$ cat src/hdl/lst_pkg.sv
// ----------------------------------------------------------------------------
// lst_pkg: shared types and constants for the lcd scanline timing block
// Frame geometry, mode and command codes, and the result record.
// ----------------------------------------------------------------------------
package lst_pkg;

    // frame geometry
    localparam int LINE_CYCLES   = 456;
    localparam int VISIBLE_LINES = 144;
    localparam int TOTAL_LINES   = 154;

    localparam int FRAME_CYCLES  = TOTAL_LINES * LINE_CYCLES;
    localparam int VBLANK_POINT  = VISIBLE_LINES * LINE_CYCLES + 4;
    localparam int FRAME_TOP     = (FRAME_CYCLES > VBLANK_POINT) ? FRAME_CYCLES
                                                                 : VBLANK_POINT;

    // counter widths, with room for the sum with one tick count
    localparam int CNT_W  = $clog2(FRAME_TOP + 256);
    localparam int LC_W   = $clog2(LINE_CYCLES + 256);
    localparam int LINE_W = 8;

    // mode change points within a line
    localparam int OAM_START   = 4;
    localparam int XFER_START  = 80;
    localparam int HBLK_START  = 250;

    // reset value of the upper status bits (bit 7 set)
    localparam logic [4:0] STAT_UPPER_RST = 5'h10;

    typedef enum logic [1:0] {
        MODE_HBLANK = 2'd0,
        MODE_VBLANK = 2'd1,
        MODE_OAM    = 2'd2,
        MODE_XFER   = 2'd3
    } t_mode;

    typedef enum logic {
        CMD_TICK       = 1'b0,
        CMD_STAT_WRITE = 1'b1
    } t_cmd;

    typedef struct packed {
        logic [LINE_W-1:0] line;
        logic [1:0]        mode;
        logic [7:0]        stat_byte;
        logic              vblank_irq;
        logic              stat_irq;
        logic              render_line;
        logic              frame_done;
    } t_result;

endpackage

$ cat src/hdl/lcd_scanline_timing_status.sv
// ----------------------------------------------------------------------------
// lcd_scanline_timing_status: lcd scanline timing and status controller
// Tracks frame and line position, display mode, status byte and interrupts.
// ----------------------------------------------------------------------------
// Each request (a time tick or a status write) is taken while o_ready is high
// and its result is registered into the result buffer, so one request per
// clock is sustained as long as results are taken. The whole update is one
// pass through a single adder and compare per counter into the state
// registers; a two-entry result buffer lets requests keep flowing while a
// result waits to be taken. Results come out in request order, one per request.
module lcd_scanline_timing_status
    import lst_pkg::*;
(
    input  logic        i_clk,
    input  logic        i_rst_n,
    input  logic        i_valid,
    output logic        o_ready,
    input  logic        i_command,
    input  logic [7:0]  i_cycles,
    input  logic        i_lcd_on,
    input  logic [7:0]  i_lyc,
    input  logic [7:0]  i_write_value,
    output logic        o_valid,
    input  logic        i_ready,
    output logic [7:0]  o_line,
    output logic [1:0]  o_mode,
    output logic [7:0]  o_stat_byte,
    output logic        o_vblank_irq,
    output logic        o_stat_irq,
    output logic        o_render_line,
    output logic        o_frame_done
);

    logic    accept;
    t_result core_result;
    t_result buf_result;

    assign accept = i_valid && o_ready;

    // timing state and update
    lst_core u_core (
        .i_clk         (i_clk),
        .i_rst_n       (i_rst_n),
        .i_accept      (accept),
        .i_command     (i_command),
        .i_cycles      (i_cycles),
        .i_lcd_on      (i_lcd_on),
        .i_lyc         (i_lyc),
        .i_write_value (i_write_value),
        .o_result      (core_result)
    );

    // result buffer
    lst_out_buf u_out_buf (
        .i_clk      (i_clk),
        .i_rst_n    (i_rst_n),
        .i_push     (accept),
        .i_data     (core_result),
        .o_not_full (o_ready),
        .o_valid    (o_valid),
        .i_ready    (i_ready),
        .o_data     (buf_result)
    );

    assign o_line        = buf_result.line;
    assign o_mode        = buf_result.mode;
    assign o_stat_byte   = buf_result.stat_byte;
    assign o_vblank_irq  = buf_result.vblank_irq;
    assign o_stat_irq    = buf_result.stat_irq;
    assign o_render_line = buf_result.render_line;
    assign o_frame_done  = buf_result.frame_done;

`ifndef SYNTHESIS
    // an accepted request always leaves a result behind
    a_accept_gives_result: assert property (@(posedge i_clk) disable iff (!i_rst_n)
        (i_valid && o_ready) |=> o_valid)
        else $error("accepted request left no result");

    // line stays inside the frame
    a_line_range: assert property (@(posedge i_clk) disable iff (!i_rst_n)
        o_valid |-> (o_line < 8'(TOTAL_LINES)))
        else $error("line out of range");

    // render strobe only on entry to transfer, frame strobe only on vblank
    a_strobe_mode: assert property (@(posedge i_clk) disable iff (!i_rst_n)
        o_valid |-> ((!o_render_line || (o_mode == MODE_XFER)) &&
                     (!o_frame_done || (o_mode == MODE_VBLANK))))
        else $error("strobe does not match mode");

    // status byte carries the mode
    a_stat_mode: assert property (@(posedge i_clk) disable iff (!i_rst_n)
        o_valid |-> (o_stat_byte[1:0] == o_mode))
        else $error("status mode bits disagree");
`endif

endmodule

$ cat src/hdl/lst_core.sv
// ----------------------------------------------------------------------------
// lst_core: timing state and per-request update
// Holds the frame and line counters, line, mode and status bits, and works
// out the next state and the result for each accepted request.
// ----------------------------------------------------------------------------
module lst_core
    import lst_pkg::*;
(
    input  logic        i_clk,
    input  logic        i_rst_n,
    input  logic        i_accept,
    input  logic        i_command,
    input  logic [7:0]  i_cycles,
    input  logic        i_lcd_on,
    input  logic [7:0]  i_lyc,
    input  logic [7:0]  i_write_value,
    output t_result     o_result
);

    localparam logic [CNT_W-1:0]  FRAME_CYC_C = CNT_W'(FRAME_CYCLES);
    localparam logic [CNT_W-1:0]  VBLANK_C    = CNT_W'(VBLANK_POINT);
    localparam logic [LC_W-1:0]   LINE_CYC_C  = LC_W'(LINE_CYCLES);
    localparam logic [LINE_W-1:0] LAST_LINE_C = LINE_W'(TOTAL_LINES - 1);
    localparam logic [LINE_W-1:0] VIS_C       = LINE_W'(VISIBLE_LINES);

    logic [CNT_W-1:0]  r_frame_cnt, n_frame_cnt;
    logic [LC_W-1:0]   r_line_cnt,  n_line_cnt;
    logic [LINE_W-1:0] r_line,      n_line;
    t_mode             r_mode,      n_mode;
    logic [4:0]        r_stat_upper, n_stat_upper;
    logic              r_coin,      n_coin;

    logic [CNT_W-1:0]  frame_sum;
    logic [LC_W-1:0]   lc_sum;
    logic              lc_wrap;
    logic [LINE_W-1:0] tick_line;
    logic [LC_W-1:0]   tick_lc;
    t_mode             tick_mode;
    logic              vblank_irq, stat_irq, render_line, frame_done;

    // counter advance; the line counter wraps at most once per tick
    always_comb begin
        frame_sum = r_frame_cnt + CNT_W'(i_cycles);
        lc_sum    = r_line_cnt + LC_W'(i_cycles);
        lc_wrap   = (lc_sum >= LINE_CYC_C);
        tick_lc   = lc_wrap ? (lc_sum - LINE_CYC_C) : lc_sum;
        if (!lc_wrap) begin
            tick_line = r_line;
        end else if (r_line == LAST_LINE_C) begin
            tick_line = '0;
        end else begin
            tick_line = r_line + LINE_W'(1);
        end
    end

    // mode from line and position within the line
    always_comb begin
        tick_mode = MODE_HBLANK;
        if (tick_line < VIS_C) begin
            if (tick_lc > LC_W'(HBLK_START)) begin
                tick_mode = MODE_HBLANK;
            end else if (tick_lc > LC_W'(XFER_START)) begin
                tick_mode = MODE_XFER;
            end else if (tick_lc > LC_W'(OAM_START)) begin
                tick_mode = MODE_OAM;
            end
        end else if (tick_line == VIS_C) begin
            if (tick_lc > LC_W'(OAM_START)) begin
                tick_mode = MODE_VBLANK;
            end
        end else begin
            tick_mode = MODE_VBLANK;
        end
    end

    // next state and flags per command
    always_comb begin
        n_frame_cnt  = r_frame_cnt;
        n_line_cnt   = r_line_cnt;
        n_line       = r_line;
        n_mode       = r_mode;
        n_stat_upper = r_stat_upper;
        n_coin       = r_coin;
        vblank_irq   = 1'b0;
        stat_irq     = 1'b0;
        render_line  = 1'b0;
        frame_done   = 1'b0;
        if (i_command == CMD_STAT_WRITE) begin
            n_stat_upper = i_write_value[7:3];
        end else if (!i_lcd_on) begin
            n_frame_cnt     = '0;
            n_line_cnt      = '0;
            n_line          = '0;
            n_mode          = MODE_HBLANK;
            n_stat_upper[4] = 1'b1;
        end else begin
            n_frame_cnt = (frame_sum >= FRAME_CYC_C) ? (frame_sum - FRAME_CYC_C) : frame_sum;
            n_line_cnt  = tick_lc;
            n_line      = tick_line;
            n_mode      = tick_mode;
            n_coin      = (tick_line == i_lyc);
            vblank_irq  = (n_frame_cnt >= VBLANK_C) && (r_frame_cnt < VBLANK_C);
            if ((r_line != i_lyc) && (tick_line == i_lyc) && r_stat_upper[3]) begin
                stat_irq = 1'b1;
            end
            // mode entry events
            if (tick_mode != r_mode) begin
                unique case (tick_mode)
                    MODE_VBLANK: begin
                        frame_done = 1'b1;
                        if (r_stat_upper[1] || r_stat_upper[2]) stat_irq = 1'b1;
                    end
                    MODE_HBLANK: begin
                        if (r_stat_upper[0]) stat_irq = 1'b1;
                    end
                    MODE_OAM: begin
                        if (r_stat_upper[2]) stat_irq = 1'b1;
                    end
                    MODE_XFER: begin
                        render_line = 1'b1;
                    end
                    default: begin
                        render_line = 1'b0;
                    end
                endcase
            end
        end
    end

    // result record
    always_comb begin
        o_result.line        = n_line;
        o_result.mode        = n_mode;
        o_result.stat_byte   = {n_stat_upper, n_coin, n_mode};
        o_result.vblank_irq  = vblank_irq;
        o_result.stat_irq    = stat_irq;
        o_result.render_line = render_line;
        o_result.frame_done  = frame_done;
    end

    // state registers
    always_ff @(posedge i_clk) begin
        if (!i_rst_n) begin
            r_frame_cnt  <= '0;
            r_line_cnt   <= '0;
            r_line       <= '0;
            r_mode       <= MODE_VBLANK;
            r_stat_upper <= STAT_UPPER_RST;
            r_coin       <= 1'b1;
        end else if (i_accept) begin
            r_frame_cnt  <= n_frame_cnt;
            r_line_cnt   <= n_line_cnt;
            r_line       <= n_line;
            r_mode       <= n_mode;
            r_stat_upper <= n_stat_upper;
            r_coin       <= n_coin;
        end
    end

endmodule

$ cat src/hdl/lst_out_buf.sv
// ----------------------------------------------------------------------------
// lst_out_buf: two-entry result buffer
// Registers each result and keeps accepting while one result waits.
// ----------------------------------------------------------------------------
module lst_out_buf
    import lst_pkg::*;
(
    input  logic    i_clk,
    input  logic    i_rst_n,
    input  logic    i_push,
    input  t_result i_data,
    output logic    o_not_full,
    output logic    o_valid,
    input  logic    i_ready,
    output t_result o_data
);

    t_result    r_data [2];
    logic       r_wr_ptr;
    logic       r_rd_ptr;
    logic [1:0] r_count;
    logic       pop;

    assign o_not_full = (r_count != 2'd2);
    assign o_valid    = (r_count != 2'd0);
    assign pop        = o_valid && i_ready;
    assign o_data     = r_data[r_rd_ptr];

    // result storage
    always_ff @(posedge i_clk) begin
        if (i_push) begin
            r_data[r_wr_ptr] <= i_data;
        end
    end

    // pointers and fill level
    always_ff @(posedge i_clk) begin
        if (!i_rst_n) begin
            r_wr_ptr <= 1'b0;
            r_rd_ptr <= 1'b0;
            r_count  <= 2'd0;
        end else begin
            if (i_push) r_wr_ptr <= ~r_wr_ptr;
            if (pop)    r_rd_ptr <= ~r_rd_ptr;
            unique case ({i_push, pop})
                2'b10:   r_count <= r_count + 2'd1;
                2'b01:   r_count <= r_count - 2'd1;
                default: r_count <= r_count;
            endcase
        end
    end

endmodule
$ cat config.mk
export PLATFORM = sky130hd
export DESIGN_NAME = lcd_scanline_timing_status
export DESIGN_NICKNAME = d
export VERILOG_FILES = /design/src/hdl/lst_pkg.sv /design/src/hdl/lcd_scanline_timing_status.sv /design/src/hdl/lst_core.sv /design/src/hdl/lst_out_buf.sv
export SDC_FILE = /design/constraint.sdc
export NUM_CORES = 1
export LEC_CHECK = 0
export BUFFER_PORTS_ARGS = -buffer_cell sky130_fd_sc_hd__clkbuf_2
export CAP_MARGIN = 10
export CORE_ASPECT_RATIO = 1.75
export CORE_MARGIN = 8
export CORE_UTILIZATION = 60
export DETAILED_ROUTE_END_ITERATION = 12
export PLACE_DENSITY = 0.91
export SETUP_SLACK_MARGIN = 0.4
export SKIP_CTS_REPAIR_TIMING = 1
export SYNTH_ARGS = -nofsm -noshare
export SYNTH_HDL_FRONTEND = slang
export SYNTH_SLANG_ARGS = --single-unit
$ cat constraint.sdc
create_clock -name i_clk -period 6.2 [get_ports i_clk]
set_input_delay 1.24 -clock i_clk [delete_from_list [all_inputs] [get_ports i_clk]]
set_output_delay 1.24 -clock i_clk [all_outputs]
set_load 0.01 [all_outputs]
# Word level (Yosys, flattened, before mapping)
# Memory sizes are Yosys's and may differ from the RTL's. A register that Yosys moved wholly into a read port is not among the register bits.
# Index checks and enable logic that the tools add are counted.
# totals
n_memories	1
out_inout_bits	24
ramBits	44
in_bits	30
ff_bits	47
# op_classes
n_mux	44
add_sub_neg	7
n_eq_ne	11
n_lt_le_gt_ge	8
n_bitwise	3
reduce_logical	10
# memory_table
name	depth	width	read_ports	rd_ports_with_merged_regs	write_ports	line_no	text
u_out_buf.r_data	2	22	1	1	1	lst_out_buf.sv:18	t_result r_data [2];
# ops
op	count
17-bit greater-or-equal comparator, second input constant	2
17-bit two-way mux	2
8-bit two-way mux	4
1-bit two-way mux	27
10-bit two-way mux	2
17-bit by 8-bit adder with 17-bit output	1
17-bit less-than comparator, second input constant	1
17-bit subtractor, second input constant	1
8-bit == test, second input constant	2
2-bit two-way mux	6
10-bit by 8-bit adder with 10-bit output	1
10-bit by 9-bit greater-or-equal comparator with 1-bit output, second input constant	1
10-bit by 3-bit greater-than comparator with 1-bit output, second input constant	1
10-bit by 7-bit greater-than comparator with 1-bit output, second input constant	1
10-bit by 8-bit greater-than comparator with 1-bit output, second input constant	1
10-bit by 9-bit subtractor with 10-bit output, second input constant	1
8-bit by 1-bit adder with 8-bit output, second input constant	1
8-bit == test	1
8-bit less-than comparator, second input constant	1
8-bit inequality test	1
2-bit == test, second input constant	3
1-bit logical AND	5
2-bit by 1-bit == test with 1-bit output, second input constant	2
4-bit two-way mux	1
11 further kinds	14

# Depth between registers and ports, before layout
# logic_depth
depth_word	13
depth_mapped	19
depth_no_buf	17

# Hierarchy
# A second synthesis with hierarchy kept.
# hier_totals
cells_unflattened	723
hier_area_um2	6490.0
# modules_own_cells
module	seq_area_each_um2	area_each_um2	n_inst	cells_per_inst
lst_core	860.8	4679.5	1	631
lst_out_buf	1421.4	1804.2	1	91
lcd_scanline_timing_status	0.0	6.3	1	1

# Least setup slack after synthesis
# No wires, ideal clock.
# synth_timing
kind	input -> register
start	in i_cycles[0]
end	mem u_out_buf.r_data[0][3] (netlist name) (data pin)
slack_ps	1144
setup_ps	265
path_stages	18
t_required_ps	5935
t_arrival_ps	4791
path_cell_list	ha_1 fa_1 a21oi_1 nor2b_1 nor2_1 xnor2_1 ha_1 nand2_1 nor4_1 nand3_1 nor4b_2 o221a_1 buf_6 a21oi_2 a31oi_1 o31a_1 or4_1 o311a_1
# synth_rtl
element	line_no	text
start, declared	lcd_scanline_timing_status.sv:19	input logic [7:0] i_cycles,
end, declared	lst_out_buf.sv:18	

==> metrics.yaml <==
outcome: "finished clean"
yosys-top-cells-area: "edfxtp_1 (19%), dfxtp_1 (16%), xnor2_1 (5.4%)"
overflow: 0
viasPerCell: 6.45
timing.hold.ws_ns: 0.510
r2r_slack_ns: 1.37
hold_viol: 0
cts_tree: "yes"
syn-num-nets: 726
fmax_mhz: 181
cts_buffers: 9
synth_area_sq_mm: 0.00618
diodes: 0
dieArea_sq_mm: 0.0139
cap_violations: 0
ys_ff_latch: 88
cts.clk_slew.worst_paths_ns: 0.07
drtPass1Iterations: 5
ys_types: 83
worstPathArrival_ns: 5.65
post_dp_cell_area_sq_mm: 0.00644
drc: 0
grt_pass1_wl_um: 25100
die_w_um: 92.7
r2r_cells: 15
worstHoldStart: "u_core.r_coin$_SDFFE_PN1P_"
io_buffers: 50
p_per_area_mw_per_mm2: 265
critical_path_required_ns: 6.32
grt_pass1_vias: 5394
grt.total_usage_pct: 22.4
root_buffer: "clkbuf_16"
design_area_sq_mm: 0.00675
synth_warnings: 0
yosysMostFrequentCell: "dfxtp_1"
ant_nets: 0
rows: 49
ir_drop_mv: 0.168
fill_cells: 820
dp_hpwl_um: 11400
syn_avg_cell_area_sq_um: 9.21
setup.worst_path.start_class: "primary input"
rsz0062_at_grt: "no"
start_util_pct: 60.7
seq_area_frac_synth_pct: 35.0
drt_iter0_drc: 404
setup_viol: 0
grt_start_max_net_pins: 49
globalplace.congestion: 0.947
dieHeight_um: 150
p_leak_nw: 2.55
async_flop_share_pct: 0
hold_depth: 2
slew_headroom_pct: 32.4
cts_max_path_buffers: 2
worstSetupPathType: "in -> reg"
wl_per_cell_um: 18.8
cts_max_level: 3
setup_slack_ns: 0.673
cp-startpoint: "i_cycles[0]"
drt-total-wl_um: 15600
clkLatencyLatePin_ns: 0.35
coreArea_sq_mm: 0.0102
cts.sinks: 88
clock_skew_ns: 0.00809
nNetsFinal: 753
drive_gt1_share_pct: 17.6
synthCells: 671
regArea_sq_mm: 0.00216
report.power.total_mw: 1.79
multi_input_area_sq_mm: 0.00376
antenna_found_initial: 0
worst_hold_path_type: "reg -> reg"
fin_crit_ns: 5.53
dr_total_vias: 5350
synth.top_cell.area_share_pct: 19.4
io_pins: 54
period_share_pct: 89.1
yosysTopAreaCell: "edfxtp_1"
slew_viol_final: 0
tns_ns: 0
dp_slack_ns: 0.381
worst_pin_slew_ns: 1.00
synth-edff-count: 40
yosys-top-cells-count: "dfxtp_1 (48), nand2_1 (47), edfxtp_1 (40)"
worst-path-max-fanout: 19
synth_flop_cell: "dfxtp_1"
timing.rr.start: "u_core.r_line_cnt[0]$_SDFFE_PN0P_"
critPathCaptureType: "flop"
area_growth_pct: 9.21
## sequential cells by signal, summed over array words and instances, names as in the netlist, named ones only
name                 count
u_out_buf.r_wr_ptr       1
u_out_buf.r_data        40
u_core.r_line            8
u_core.r_mode            2
u_core.r_line_cnt       10
u_core.r_coin            1
u_out_buf.r_rd_ptr       1
u_core.r_stat_upper      5
u_core.r_frame_cnt      17
u_out_buf.r_count        2
## critical path, cell delays in order
cell and delay, ns:
clkbuf_2 0.10, ha_1 0.23, fa_1 0.41, a211o_1 0.33, a21o_1 0.20, a222oi_1 0.49
nand2_1 0.26, a41oi_4 0.53, buf_4 0.26, nor2b_1 0.07, xnor2_1 0.28, nand4b_1 0.18
nand3_1 0.17, o21bai_1 0.26, a21o_1 0.26, nor3_1 0.37
## through the flow
stage | util, % | cells
detailed placement | 63.3 | 814
global placement | 63.3 | 814
CTS | 66.3 | 830
global route | 66.3 | 830
finish | 66.3 | 830
floorplan | - | 671
## layer usage
layer,global-route usage (%),share of wire (%),routed length [um]
met1,21.2,36,5580
met3,3.30,5.4,844
met5,0,0,0
met2,43.4,54,8490
met4,13.9,4.5,710
## placed cells by master (no fill, tap or decap), types with 4 or more instances in the layout
master	n
and3_1	7
a21o_1	15
nor4_1	5
mux2i_1	7
nor2_1	36
a21oi_1	20
o211ai_1	8
clkbuf_2	50
o21a_1	7
or4_1	4
a22o_1	6
nor3b_1	4
nand3_1	20
clkbuf_16	10
ha_1	23
buf_4	6
a22oi_1	25
o31ai_1	5
nand2b_1	11
mux2_2	24
edfxtp_1	40
xor2_1	12
a31oi_1	7
a21boi_0	7
nor2b_1	37
and2_1	20
nand4_1	9
nor3_1	20
o21ai_0	28
inv_1	15
or3_1	10
nand2_1	47
or2_2	5
dfxtp_1	48
xnor2_1	38
## cells by family (layout without fill, tap and decap cells)
kind of cell | after synthesis | in the layout | synth area share (%)
and+or+nand+nor | 246 | 246 | 21.5
muxes | 32 | 32 | 5.69
AOI/OAI and AO/OA | 171 | 171 | 20.8
xor gates and xnor gates | 52 | 52 | 7.61
DFF | 88 | 88 | 35.0
adders and majority gates | 25 | 25 | 5.30
buffers and inverters | 57 | 89 | 4.13
## power breakdown
part | internal, mW | total [mW] | leakage [nW] | switching, mW
combinational | 0.219 | 0.511 | 1.62 | 0.292
sequential | 0.675 | 0.723 | 0.775 | 0.0479
clock | 0.304 | 0.554 | 0.148 | 0.250
total | 1.20 | 1.79 | 2.55 | 0.590
## cell type report
type	instances	share of cell area [%]
sequential	88	32.0
clock inverter	6	0.834
tap	127	2.35
clock buffer	10	3.71
inverter	17	0.945
multi-input combinational	526	55.8
timing repair buffer	56	4.37
## worst paths after layout
check,endpoint
setup / recovery,u_out_buf.r_data[0][0]$_DFFE_PP_
hold / removal,u_core.r_coin$_SDFFE_PN1P_
setup reg to reg,u_out_buf.r_data[0][0]$_DFFE_PP_
hold reg to reg,u_core.r_coin$_SDFFE_PN1P_
Power figures use the tool's default switching activity.
